**config.mk**
```make
export PLATFORM = sky130hd
export DESIGN_NAME = four_wheel_skid_steer_mixer_unit
export DESIGN_NICKNAME = d
export VERILOG_FILES = /design/src/hdl/ssm_pkg.sv /design/src/hdl/four_wheel_skid_steer_mixer_unit.sv /design/src/hdl/ssm_steer.sv /design/src/hdl/ssm_scale.sv
export SDC_FILE = /design/constraint.sdc
export NUM_CORES = 1
export LEC_CHECK = 0
export BUFFER_PORTS_ARGS = -buffer_cell sky130_fd_sc_hd__buf_2
export CORE_MARGIN = 2
export CORE_UTILIZATION = 55
export CTS_CLUSTER_DIAMETER = 200
export DETAILED_ROUTE_END_ITERATION = 16
export PLACE_DENSITY_LB_ADDON = 0.12
export SLEW_MARGIN = 20
export SYNTH_ARGS = -nofsm -noshare
export SYNTH_HDL_FRONTEND = slang
export SYNTH_SLANG_ARGS = --single-unit
```
**constraint.sdc**
```tcl
create_clock -name i_clk -period 6.5 [get_ports i_clk]
set_clock_uncertainty 0.15 [all_clocks]
set_input_delay 0 -clock i_clk [delete_from_list [all_inputs] [get_ports i_clk]]
set_output_delay 0 -clock i_clk [all_outputs]
set_load 0.005 [all_outputs]
```
**src/hdl/ssm_pkg.sv**
```systemverilog
`timescale 1ns / 1ps
// ----------------------------------------------------------------------------
// Skid-steer mixer package
// Shared item types, the motion state type, pipeline types and the fixed
// constants of the duty mapping and the divide by ninety.
// ----------------------------------------------------------------------------
package ssm_pkg;

    // Input item: steering angle, speed request and four measured wheel speeds.
    typedef struct packed {
        logic signed [8:0] steer_angle;
        logic [6:0]        speed_request;
        logic [11:0]       rpm_front_left;
        logic [11:0]       rpm_front_right;
        logic [11:0]       rpm_back_left;
        logic [11:0]       rpm_back_right;
    } t_ssm_in;

    // Result item: four wheel duties in unsigned Q7.8 percent and side directions.
    typedef struct packed {
        logic [14:0] duty_front_left;
        logic [14:0] duty_front_right;
        logic [14:0] duty_back_left;
        logic [14:0] duty_back_right;
        logic        left_reverse;
        logic        right_reverse;
    } t_ssm_out;

    // Stored motion direction of the vehicle.
    typedef enum logic [1:0] {
        MOT_STOPPED  = 2'd0,
        MOT_FORWARD  = 2'd1,
        MOT_BACKWARD = 2'd2
    } t_motion;

    // Values passed from the steering stage to the scaling stage.
    typedef struct packed {
        logic [21:0] product;      // set duty times the steering factor
        logic [14:0] base_duty;    // duty of any side that is not scaled
        logic        scale_left;
        logic        scale_right;
        logic        left_reverse;
        logic        right_reverse;
    } t_ssm_mid;

    // Configuration register indexes.
    localparam logic CFG_BRAKE_DUTY = 1'b0;
    localparam logic CFG_STOP_RPM   = 1'b1;

    // Reset values of the configuration registers.
    localparam logic [6:0]  BRAKE_DUTY_RESET = 7'd100;
    localparam logic [11:0] STOP_RPM_RESET   = 12'd10;

    // Angle and speed limits.
    localparam logic signed [8:0] ANGLE_MAX     = 9'sd180;
    localparam logic signed [8:0] ANGLE_MIN     = -9'sd180;
    localparam logic [7:0]        ANGLE_QUARTER = 8'd90;
    localparam logic [6:0]        PERCENT_MAX   = 7'd100;

    // Divide by ninety: floor(p / 90) = (p * RECIP_MULT) >> RECIP_SHIFT for p < 2^22.
    localparam int               RECIP_SHIFT = 29;
    localparam logic [22:0]      RECIP_MULT  = 23'd5965233;

endpackage

```
**src/hdl/four_wheel_skid_steer_mixer_unit.sv**
```systemverilog
`timescale 1ns / 1ps
// ----------------------------------------------------------------------------
// Four-wheel skid-steer mixer
// Maps a steering angle and speed request to four wheel duties and two side
// directions, with braking against the stored motion direction.
// ----------------------------------------------------------------------------
// Usage:
// Input items arrive on i_in_valid / o_in_ready with payload i_in, results
// leave on o_out_valid / i_out_ready with payload o_out. Every input item
// gives exactly one result item, in order.
// The block is a three-register pipeline: input register, steering stage
// register (after the product multiply), and result register (after the
// divide by ninety). One item is accepted per cycle while the receiver
// takes results; the two multipliers are each followed by a register.
// When the receiver stalls, the stages fill and o_in_ready drops once all
// three hold items; nothing is dropped or repeated.
// Configuration writes on i_cfg_valid / o_cfg_ready are always taken:
// index 0 is the brake duty, index 1 the stop RPM threshold. Write them
// only while the pipeline is empty.
// Reset clears the pipeline, sets the motion state to stopped and loads
// brake duty 100 and stop threshold 10.
// ----------------------------------------------------------------------------
module four_wheel_skid_steer_mixer_unit (
    input  logic              i_clk,
    input  logic              i_rst_n,
    input  logic              i_in_valid,
    output logic              o_in_ready,
    input  ssm_pkg::t_ssm_in  i_in,
    output logic              o_out_valid,
    input  logic              i_out_ready,
    output ssm_pkg::t_ssm_out o_out,
    input  logic              i_cfg_valid,
    output logic              o_cfg_ready,
    input  logic              i_cfg_index,
    input  logic [11:0]       i_cfg_data
);
    import ssm_pkg::*;

    logic       r_v0;
    logic       r_v1;
    logic       r_v2;
    t_ssm_in    r_in;
    t_ssm_mid   r_mid;
    t_ssm_out   r_out;
    t_motion    r_motion;
    logic [6:0] r_brake_duty;
    logic [11:0] r_stop_rpm;

    t_ssm_mid   n_mid;
    t_ssm_out   n_out;
    t_motion    n_motion;
    logic       en0;
    logic       en1;
    logic       en2;

    // A stage moves when its downstream slot is empty or moving too.
    assign en2 = !r_v2 || i_out_ready;
    assign en1 = !r_v1 || en2;
    assign en0 = !r_v0 || en1;

    assign o_in_ready  = en0;
    assign o_out_valid = r_v2;
    assign o_out       = r_out;
    assign o_cfg_ready = 1'b1;

    // Steering stage.
    ssm_steer u_steer (
        .i_item        (r_in),
        .i_brake_duty  (r_brake_duty),
        .i_stop_rpm    (r_stop_rpm),
        .i_motion      (r_motion),
        .o_mid         (n_mid),
        .o_motion_next (n_motion)
    );

    // Scaling stage.
    ssm_scale u_scale (
        .i_mid  (r_mid),
        .o_item (n_out)
    );

    // Pipeline valid bits, motion state and configuration registers.
    always_ff @(posedge i_clk) begin
        if (!i_rst_n) begin
            r_v0         <= 1'b0;
            r_v1         <= 1'b0;
            r_v2         <= 1'b0;
            r_motion     <= MOT_STOPPED;
            r_brake_duty <= BRAKE_DUTY_RESET;
            r_stop_rpm   <= STOP_RPM_RESET;
        end else begin
            if (en0) begin
                r_v0 <= i_in_valid;
            end
            if (en1) begin
                r_v1 <= r_v0;
            end
            if (en2) begin
                r_v2 <= r_v1;
            end
            if (en1 && r_v0) begin
                r_motion <= n_motion;
            end
            if (i_cfg_valid) begin
                case (i_cfg_index)
                    CFG_BRAKE_DUTY: r_brake_duty <= i_cfg_data[6:0];
                    CFG_STOP_RPM:   r_stop_rpm   <= i_cfg_data;
                    default:        r_stop_rpm   <= r_stop_rpm;
                endcase
            end
        end
    end

    // Pipeline payload registers.
    always_ff @(posedge i_clk) begin
        if (en0 && i_in_valid) begin
            r_in <= i_in;
        end
        if (en1 && r_v0) begin
            r_mid <= n_mid;
        end
        if (en2 && r_v1) begin
            r_out <= n_out;
        end
    end

endmodule

```
**src/hdl/ssm_steer.sv**
```systemverilog
`timescale 1ns / 1ps
// ----------------------------------------------------------------------------
// Skid-steer mixer steering stage
// Saturates the angle, request and brake duty, sets the base duty, forms the
// steering product for the inner side, picks the side directions and the next
// motion state, including braking against motion at a zero request.
// ----------------------------------------------------------------------------
module ssm_steer (
    input  ssm_pkg::t_ssm_in  i_item,
    input  logic [6:0]        i_brake_duty,
    input  logic [11:0]       i_stop_rpm,
    input  ssm_pkg::t_motion  i_motion,
    output ssm_pkg::t_ssm_mid o_mid,
    output ssm_pkg::t_motion  o_motion_next
);
    import ssm_pkg::*;

    logic signed [8:0] angle;
    logic [7:0]        mag;
    logic [6:0]        factor;
    logic [6:0]        req;
    logic [6:0]        brake;
    logic [7:0]        req_sum;
    logic [14:0]       set_duty;
    logic [14:0]       brake_duty;
    logic              moving;
    logic              go_fwd;
    logic              go_rev;
    logic              spin_right;
    logic              spin_left;
    logic              below_stop;
    t_motion           motion_mid;

    // Saturate the angle and the request, then take the angle magnitude.
    always_comb begin
        if (i_item.steer_angle > ANGLE_MAX) begin
            angle = ANGLE_MAX;
        end else if (i_item.steer_angle < ANGLE_MIN) begin
            angle = ANGLE_MIN;
        end else begin
            angle = i_item.steer_angle;
        end
        mag = angle[8] ? 8'(-angle) : 8'(angle);
        req = (i_item.speed_request > PERCENT_MAX) ? PERCENT_MAX : i_item.speed_request;
        brake = (i_brake_duty > PERCENT_MAX) ? PERCENT_MAX : i_brake_duty;
    end

    // Set duty is 128 * (request + 100), which is request/2 + 50 percent in Q7.8.
    assign req_sum    = 8'(req) + 8'(PERCENT_MAX);
    assign set_duty   = {req_sum, 7'b0};
    assign brake_duty = {brake, 8'b0};
    assign moving     = (req != 7'd0);

    // Inner side factor: distance of the angle magnitude from ninety degrees.
    assign factor = (mag < ANGLE_QUARTER) ? 7'(ANGLE_QUARTER - mag) : 7'(mag - ANGLE_QUARTER);

    assign go_fwd     = moving && (mag < ANGLE_QUARTER);
    assign go_rev     = moving && (mag > ANGLE_QUARTER);
    assign spin_right = (mag == ANGLE_QUARTER) && !angle[8];
    assign spin_left  = (mag == ANGLE_QUARTER) && angle[8];

    assign below_stop = (i_item.rpm_front_left < i_stop_rpm) ||
                        (i_item.rpm_front_right < i_stop_rpm) ||
                        (i_item.rpm_back_left < i_stop_rpm) ||
                        (i_item.rpm_back_right < i_stop_rpm);

    // Directions, duties and motion state, with braking at a zero request.
    always_comb begin
        o_mid.product       = {15'(req_sum) * 15'(factor), 7'b0};
        o_mid.scale_left    = moving && angle[8] && !spin_left;
        o_mid.scale_right   = moving && !angle[8] && (mag != 8'd0) && !spin_right;
        o_mid.left_reverse  = go_rev || spin_left;
        o_mid.right_reverse = go_rev || spin_right;
        o_mid.base_duty     = set_duty;

        if (go_fwd) begin
            motion_mid = MOT_FORWARD;
        end else if (go_rev) begin
            motion_mid = MOT_BACKWARD;
        end else if (spin_right || spin_left) begin
            motion_mid = MOT_STOPPED;
        end else begin
            motion_mid = i_motion;
        end
        o_motion_next = motion_mid;

        if (!moving) begin
            case (motion_mid)
                MOT_FORWARD: begin
                    o_mid.left_reverse  = 1'b1;
                    o_mid.right_reverse = 1'b1;
                    o_mid.base_duty     = brake_duty;
                    o_motion_next       = MOT_BACKWARD;
                end
                MOT_BACKWARD: begin
                    o_mid.left_reverse  = 1'b0;
                    o_mid.right_reverse = 1'b0;
                    o_mid.base_duty     = brake_duty;
                    o_motion_next       = MOT_FORWARD;
                end
                default: begin
                    o_mid.base_duty = 15'd0;
                end
            endcase
            if (below_stop) begin
                o_motion_next = MOT_STOPPED;
            end
        end
    end

endmodule

```
**src/hdl/ssm_scale.sv**
```systemverilog
`timescale 1ns / 1ps
// ----------------------------------------------------------------------------
// Skid-steer mixer scaling stage
// Divides the steering product by ninety with a reciprocal multiply and
// assembles the four wheel duties and the side directions.
// ----------------------------------------------------------------------------
module ssm_scale (
    input  ssm_pkg::t_ssm_mid i_mid,
    output ssm_pkg::t_ssm_out o_item
);
    import ssm_pkg::*;

    logic [44:0] recip_prod;
    logic [14:0] scaled;

    // Exact floor division by ninety over the whole product range.
    assign recip_prod = 45'(i_mid.product) * 45'(RECIP_MULT);
    assign scaled     = recip_prod[RECIP_SHIFT +: 15];

    // Inner side takes the scaled duty, the other side the base duty.
    always_comb begin
        o_item.duty_front_left  = i_mid.scale_left ? scaled : i_mid.base_duty;
        o_item.duty_back_left   = i_mid.scale_left ? scaled : i_mid.base_duty;
        o_item.duty_front_right = i_mid.scale_right ? scaled : i_mid.base_duty;
        o_item.duty_back_right  = i_mid.scale_right ? scaled : i_mid.base_duty;
        o_item.left_reverse     = i_mid.left_reverse;
        o_item.right_reverse    = i_mid.right_reverse;
    end

endmodule
```
== Yosys cells after proc, flatten, opt, wreduce, memory -nomap -nowiden ==
Index checks and enable logic that the tools add are counted.

* Input port bits: 82
* Register bits after elaboration: 154
* Output and inout bits: 65

* Bitwise gates (word level): 1
* $lt $le $gt $ge: 10
* $add $sub $neg: 4
* Equality and inequality tests: 3
* Reduce and logical (&&, ||, !) cells: 32
* Multiplexer cells: 18
* $mul: 2

{| class="wikitable"
|+ Operators with widths
! cell !! count
|-
| $mux 15 || 4
|-
| $lt 12x12->1 || 4
|-
| $mul 15x23->37 const B || 1
|-
| $mux 7 || 3
|-
| $mux 9 || 2
|-
| $mul 8x7->15 || 1
|-
| $gt 7x7->1 const B || 2
|-
| $logic_and 1x1->1 || 12
|-
| $mux 2 || 6
|-
| $gt 9x9->1 const B || 1
|-
| $logic_or 1x1->1 || 9
|-
| $lt 9x9->1 const B || 1
|-
| $add 7x7->8 const B || 1
|-
| $eq 8x7->1 const B || 1
|-
| $gt 8x7->1 const B || 1
|-
| $lt 8x7->1 const B || 1
|-
| $mux 8 || 1
|-
| $neg 8->8 || 1
|-
| $pmux 2 s2 || 2
|-
| $reduce_bool 8->1 || 1
|-
| $reduce_bool 7->1 || 1
|-
| $sub 7x7->7 const A || 1
|-
| $sub 7x7->7 const B || 1
|-
| $logic_not 1->1 || 6
|-
| 5 further kinds || 6
|}

== Longest topological paths before layout ==
Gate-level depths: netlist of run 1.

* Word-level depth: 15
* Depth in mapped cells: 31
* Depth with buffers taken out: 30

== Cells and area by module ==
Synthesis of run 1 repeated with hierarchy kept, for this count alone.

* Cells, all modules: 1602
* Area total of the unflattened synthesis: 17511.8 um^2

{| class="wikitable"
|+ Modules (own cells, without submodules)
! module !! area an instance (um^2) !! instances !! cells each !! seq. area each (um^2)
|-
| ssm_scale || 7353.3 || 1 || 784 || 0.0
|-
| four_wheel_skid_steer_mixer_unit || 5984.5 || 1 || 274 || 5495.3
|-
| ssm_steer || 4174.0 || 1 || 544 || 0.0
|}

== Least setup slack after synthesis of run 1 ==
OpenSTA, ideal clock, no wires.

* Path type: flip-flop to flip-flop
* From: reg r_in[58] (netlist bit)
* To: reg r_mid[38] (netlist bit) (data pin)
* Buffers on the path: 1
* Arrival: 6.720 ns
* Period minus slack after synthesis: 7.127 ns
* Slack: -0.627 ns
* Cell stages (with the launch flop): 29
* Cell sequence: edfxtp_1 > nand2_1 > a21boi_0 > o21ai_0 > ha_1 > buf_2 > nor2_1 > nand2_1 > ha_1 > nor4b_1 > a21oi_1 > o21ai_0 > o311ai_4 > o21ai_4 > mux2i_1 > xnor2_2 > or2_1 > fa_1 > fa_1 > inv_1 > fa_1 > fa_1 > ha_1 > nor2b_1 > o211ai_1 > nand2_1 > a41oi_1 > nor2b_1 > xnor2_1

{| class="wikitable"
|+ RTL lines
! what !! RTL line !! RTL
|-
| start, declared || four_wheel_skid_steer_mixer_unit.sv:42 || <nowiki>t_ssm_in r_in;</nowiki>
|-
| start signal, assigned || four_wheel_skid_steer_mixer_unit.sv:117 || <nowiki>r_in <= i_in;</nowiki>
|-
| end signal, assigned || four_wheel_skid_steer_mixer_unit.sv:120 || <nowiki>r_mid <= n_mid;</nowiki>
|-
| end, declared || four_wheel_skid_steer_mixer_unit.sv:43 || <nowiki>t_ssm_mid r_mid;</nowiki>
|}

==> results.md, run 1 <==
- FF+latch area: 0.004174 mm^2
- F_max: between 100 and 150 MHz
- Setup repair after global routing missed its margin: true
- Number of filler instances in the final layout: around 1800
- Port Buffers: roughly 150
- Fin worst setup slack: -0.1786 ns
- Commonest non-fill, non-tap cells in the layout: ha_1 (200), inv_1 (161), buf_2 (145)
- Gr usage total: between 20% and 30%
- Maximum number of pins on one net before global-route repair: 65
- Overflow left after global routing: 0
- Clock sink count: about 150
- Row Count: 56
- Overall die area: 0.02500 mm^2
- # DRC: 0
- First-pass GRT wire length: 48780 um
- Critical path capture point type: flop
- Sequential share of the synthesized area: 31.95%
- Total standard cell area after synthesis: roughly 0.013 mm^2
- Maximum level of the CTS H-tree: 4
- Diodes inserted: 0
- Total clock buffers created by CTS: 17
- TritonCTS clock tree: built
- Starting utilization of the core area: between 50% and 60%
- Number of enable-type register cells in the synthesized netlist: 123
- Arrival time of data at the critical path endpoint: 6.70 ns
- CTS clk-pin slew, worst paths: 0.07 ns
- Number of nets in the layout: 1881
- Met2 usage in global routing: 44.04%
- Total negative slack for setup checks: -0.7712 ns
- Busiest layer in global routing: met2
- Core Footprint: ~0.023 mm^2
- Final Wtd Congestion: slightly above 0.9
- Outcome: complete, but fails checks
- Critical path class: reg2reg
- Share of the core filled with cells: around 69%
- Hold/Removal Path Class: in2reg
- Total Wirelength: around 31000 um
- Number of design-rule violations left by the first detailed-router iteration: 486
- Width of the die: about 160 um
- Async set-or-reset flop fraction in the synthesized netlist: 0%
- Length of the first detailed-routing pass in iterations: 4
- Worst hold slack: between 0.1 and 0.15 ns
- Synthesized netlist net count: approximately 1600
- Share of final-layout standard cells stronger than drive strength 1: 21.24%
- Ratio of final minimum period to clock period: 102.7%
- Register bit total from synthesis: ~150
- Final-report max-slew violation count: 0
- Number of global-route vias before repair: 9961
- Post-Place Setup Slack: -0.2586 ns
- DIE HEIGHT: 158.1 um
- Drt wl/cell: 16.89 um
- Transition at the pin with the smallest max-transition slack: 0.9893 ns
- Met1 global-route usage: 32.79%
- Detailed-route via count: 9725
- Mapped Cells: 1205
- Antenna-violating nets left: 0
- Half-perimeter wire length after placement: 23730 um
- Prevailing post-synth register cell: edfxtp_1
- Worst max-slew margin expressed relative to the limit: 33.88%
- Source-to-sink clock delay at the later pin of the worst-skew pair: 0.42 ns
- Final hold vios: 0
- Longest Clk Path Bufs: 2
- Area of combinational cells with multiple inputs: 0.008258 mm^2
- Root buffer selected by CTS: clkbuf_16
- Number of antenna violations at the first check in global routing: 0
- Max Fanout on Critical Path: 6
- Synthesized area divided by synthesized cell count: 10.84 um^2
- Setup-failing EPs final: 6
- Met3 routing resource usage after global routing: 3.531%
- Area growth, synth to finish: 24.43%
- Number of distinct library cells after synthesis: 76
- Clock period minus worst slack: 6.679 ns
- Nature of the critical path startpoint: flop
- Violations in the final reports: setup timing
- Most frequent standard cell in the layout excluding fill and tap cells: ha_1
- Via/cell ratio: 5.340
- Number of maximum-capacitance violations: 0
- Top-level port count: 147
- Worst EP required: 6.52 ns
- Count of synthesis-stage warnings from yosys: 0
what timing repair did:
action                                 CTS  global route
endpoints found under the hold margin   88             0
pin swaps                               14            17
setup buffers                            6             6
resized for setup                        6            18
hold buffers                            96             0
setup endpoints to repair                7            15
cell type report:
type | instances | area share [%]
clock buffer | 18 | 2.640
clock inverter | 14 | 1.016
inverter | 164 | 3.788
multi-input combinational | 849 | 50.81
sequential | 147 | 25.68
tap | 319 | 2.456
timing repair buffer | 310 | 13.61
per-layer routing:
metal / vias up / part of all wire [%]
li1: 4722 / -
met4: 0 / 2.8
met5: - / 0
met3: 50 / 4.0
met2: 260 / 50
met1: 4693 / 43
registers in the layout, indices dropped and copies added (netlist names):
signal / count
r_in: 64
r_v0: 1
r_stop_rpm: 12
r_brake_duty: 7
o_out_valid: 1
r_v1: 1
r_mid: 27
r_motion: 2
o_out: 32
critical path, cell delays in order, from the launching register on:
cell	delay [ns]
edfxtp_1	0.41
nor2_2	0.15
a21boi_1	0.07
o21ai_1	0.12
ha_1	0.29
nor2b_1	0.17
nand2_1	0.11
ha_4	0.21
mux2_4	0.27
nand3b_1	0.19
a311oi_2	0.37
o21ai_4	0.16
mux2i_2	0.22
xnor2_2	0.27
nor2_1	0.09
fa_1	0.50
inv_2	0.04
fa_1	0.53
inv_1	0.05
fa_1	0.45
fa_1	0.56
ha_4	0.21
buf_6	0.12
o211ai_1	0.09
nand2_1	0.11
a41oi_2	0.24
nor2b_4	0.19
xnor2_2	0.07
through the flow:
| step | std cells | instance area [um^2] |
|---|---|---|
| after floorplan | 1205 | 13210 |
| after global placement | 1682 | 14510 |
| final | 1821 | 16250 |
| after detailed placement | 1682 | 14510 |
| after CTS | 1816 | 16140 |
| after global routing | 1821 | 16250 |
kinds of logic after synthesis:
group	count (synthesis)	synth area share (%)
simple gates	292	10.95
mux	16	1.351
xor+xnor	37	2.596
buf+inv	209	6.916
fa+ha+maj	310	35.73
compound gates	193	10.48
flops	147	31.95
other cells	1	0.02871
path summary, 6_finish.rpt:
check | startpoint | endpoint | slack (ns) | cells past startpoint
worst max register to register | r_in[59] | r_mid[37] | -0.18 | 27
worst min-delay path | i_in[32] | r_in[32] | 0.13 | 2
worst min register to register | r_mid[1] | o_out[1] | 0.28 | 0
worst max-delay path | r_in[59] | r_mid[37] | -0.18 | 27
cell usage after synthesis, drive strengths merged (4+ instances only):
master,n,area share (%)
nor2b,24,1.1
a31oi,8,0.50
nand2,90,2.6
nand3,17,0.65
fa,105,16
a211oi,7,0.50
inv,164,4.7
xor2,12,0.80
o21a,20,1.1
and3,4,0.19
clkbuf,12,0.34
a21boi,18,1.0
or2,8,0.38
a211o,4,0.27
xnor2,25,1.8
buf,33,1.9
edfxtp,123,28
and2,16,0.77
o21ai,27,1.1
mux2,13,1.1
ha,205,20
nand4,10,0.48
nor2,73,2.1
a21oi,49,1.9
nand2b,18,0.86
o311ai,5,0.53
dfxtp,24,3.7
nor3,9,0.34
a21o,12,0.69
o211ai,13,0.75
nor4,4,0.19
Power of run 1 is not shown: default switching activity piles up to over one toggle a cycle in this logic, so the estimate is an artifact.
==> run 2, diff against run 1 <==
--- a/config.mk
+++ b/config.mk
@@ -11,6 +11,7 @@
 export CTS_CLUSTER_DIAMETER = 200
 export DETAILED_ROUTE_END_ITERATION = 16
 export PLACE_DENSITY_LB_ADDON = 0.12
+export SETUP_SLACK_MARGIN = 0.1
 export SLEW_MARGIN = 20
 export SYNTH_ARGS = -nofsm -noshare
 export SYNTH_HDL_FRONTEND = slang
==> results.md, run 2 (synthesis gave the netlist of run 1 again) <==
- Outcome: complete, but fails checks
- Violations in the final reports: setup timing
- Start of the worst register-to-register path: r_in[59]
- Drt wl/cell: 16.70 um
- Number of global-route vias before repair: between 9000 and 10000
- Half-perimeter wire length after placement: 23480 um
- Detailed-route via count: 9676
- TritonCTS clock tree: built
- Max FFs per register: 64
- Final-report max-slew violation count: 0
- Critical path capture point type: flop
- Root buffer selected by CTS: clkbuf_16
- Source-to-sink clock delay at the later pin of the worst-skew pair: 0.43 ns
- Overall die area: 0.02500 mm^2
- Core Footprint: 0.02340 mm^2
- Most frequent standard cell in the layout excluding fill and tap cells: ha_1
- Clock sink count: 147
- R2R setup slack: -0.11 ns
- Critical path class: reg2reg
- Number of antenna violations at the first check in global routing: 0
- Final Wtd Congestion: 0.9176
- Total Wirelength: 30360 um
- F_max: 151.3 MHz
- Width of the die: between 150 and 200 um
- Hold path depth: 2
- Ratio of final minimum period to clock period: 101.7%
- Hold/Removal Path Class: in2reg
- Top-level port count: 147
- Endpoint with the worst hold slack: r_in[1]
- Nature of the critical path startpoint: flop
- Number of nets in the layout: 1878
- Gr usage total: 24.71%
- Overflow left after global routing: 0
- Starting utilization of the core area: 55.82%
- Clock period minus worst slack: 6.609 ns
- Final hold vios: 0
- Worst reg2reg endpoint: r_mid[38]
- DIE HEIGHT: 158.1 um
- Setup repair after global routing missed its margin: true
- Share of the core filled with cells: ~69%
- Share of final-layout standard cells stronger than drive strength 1: 21.21%
- Longest Clk Path Bufs: 2
- Number of maximum-capacitance violations: 0
- First-pass GRT wire length: 47870 um
- Setup-failing EPs final: 5
- Commonest non-fill, non-tap cells in the layout: ha_1 (201), inv_1 (162), buf_2 (145)
- Worst EP required: 6.51 ns
- Total clock buffers created by CTS: 17
- Antenna-violating nets left: 0
- Length of the first detailed-routing pass in iterations: 6
- Diodes inserted: 0
- CTS clk-pin slew, worst paths: 0.08 ns
- Row Count: 56
- Via/cell ratio: 5.322
- Maximum number of pins on one net before global-route repair: 65
- Worst max-slew margin expressed relative to the limit: 35.49%
- Number of design-rule violations left by the first detailed-router iteration: 582
- Arrival time of data at the critical path endpoint: 6.62 ns
- Port Buffers: ~150
- Area growth, synth to finish: 24.01%
- Min-Delay Startpoint: i_in[1]
- FF-to-FF path depth: 27
- Transition at the pin with the smallest max-transition slack: ~0.97 ns
- Maximum level of the CTS H-tree: 4
- Fin worst setup slack: -0.1091 ns
- # DRC: 0
- Register bank with the most flops: r_in
- Max Fanout on Critical Path: 6
[run 2: changes by cell type in the layout (fill, tap and decap cells not counted), sizes merged]
cell and change:
buf +1, dlygate4sd3 -4, clkinv +3, clkinvlp -1, clkbuf -1, bufinv -1
[run 2: timing repair]
action	in CTS	in global routing
hold endpoints to repair	88	0
hold buffers	92	0
setup endpoints to repair	7	19
cloned	0	0
setup buffers	9	5
resized for setup	7	13
pin swaps	13	6
[run 2: worst max-delay path, cell delays in order, from the launching register on]
cell	delay, ns
edfxtp_1	0.36
buf_4	0.11
buf_4	0.12
a21oi_1	0.12
a211oi_4	0.30
nor2_4	0.06
nand2_4	0.07
ha_4	0.14
or3b_1	0.37
o31a_1	0.33
o311ai_4	0.35
o21ai_4	0.16
mux2i_2	0.21
xnor2_2	0.24
nor2_1	0.10
fa_1	0.50
inv_2	0.04
fa_1	0.52
inv_1	0.05
fa_1	0.45
fa_1	0.56
ha_4	0.21
nor2b_4	0.12
o211ai_1	0.18
nand2_1	0.10
a41oi_2	0.15
nor2b_2	0.18
xnor2_1	0.08
[run 2: area by class of cell]
type	count	area, um^2
Multi-Input combinational cell	849	8244
Fill cell	1755	7203
Sequential cell	147	4174
Timing Repair Buffer	307	2176
Inverter	164	615.6
Clock buffer	17	425.4
Tap cell	319	399.1
Clock inverter	15	165.2
[run 2: metrics by stage]
step / area (um^2) / instances / setup WS, ns / setup TNS [ns] / hold WS, ns
after floorplan: 13220 / 1205 / -0.2226 / -0.6925 / -0.05113
after global placement: 14500 / 1680 / -0.05744 / -0.1095 / 0.02620
after detailed placement: 14500 / 1680 / -0.1985 / -0.6371 / 0.02809
after CTS: 16110 / 1813 / -0.1390 / -0.3870 / 0.1134
after global routing: 16200 / 1818 / -0.4274 / -2.312 / 0.1247
final: 16200 / 1818 / -0.1091 / -0.3651 / 0.1207
[run 2: worst max-delay path by stage]
stage,startpoint,to,slack (ns),cells after the start
final,r_in[59],r_mid[38],-0.11,27
after global routing,r_in[59],r_mid[38],-0.43,31
after CTS,r_in[59],r_mid[38],-0.14,27
after detailed placement,r_in[59],r_mid[38],-0.20,27
after global placement,r_in[59],r_mid[38],-0.06,27
after floorplan,r_in[59],r_mid[38],-0.22,28
[run 2: layer usage]
| metal | GRT usage, % | up-vias | share of wire, % |
|---|---|---|---|
| li1 | - | 4722 | - |
| met1 | 32.38 | 4665 | 44 |
| met2 | 43.17 | 245 | 50 |
| met3 | 3.093 | 44 | 3.6 |
| met4 | 7.164 | 0 | 2.2 |
| met5 | 0 | - | 0 |
Power of run 2 is left out for the same reason.
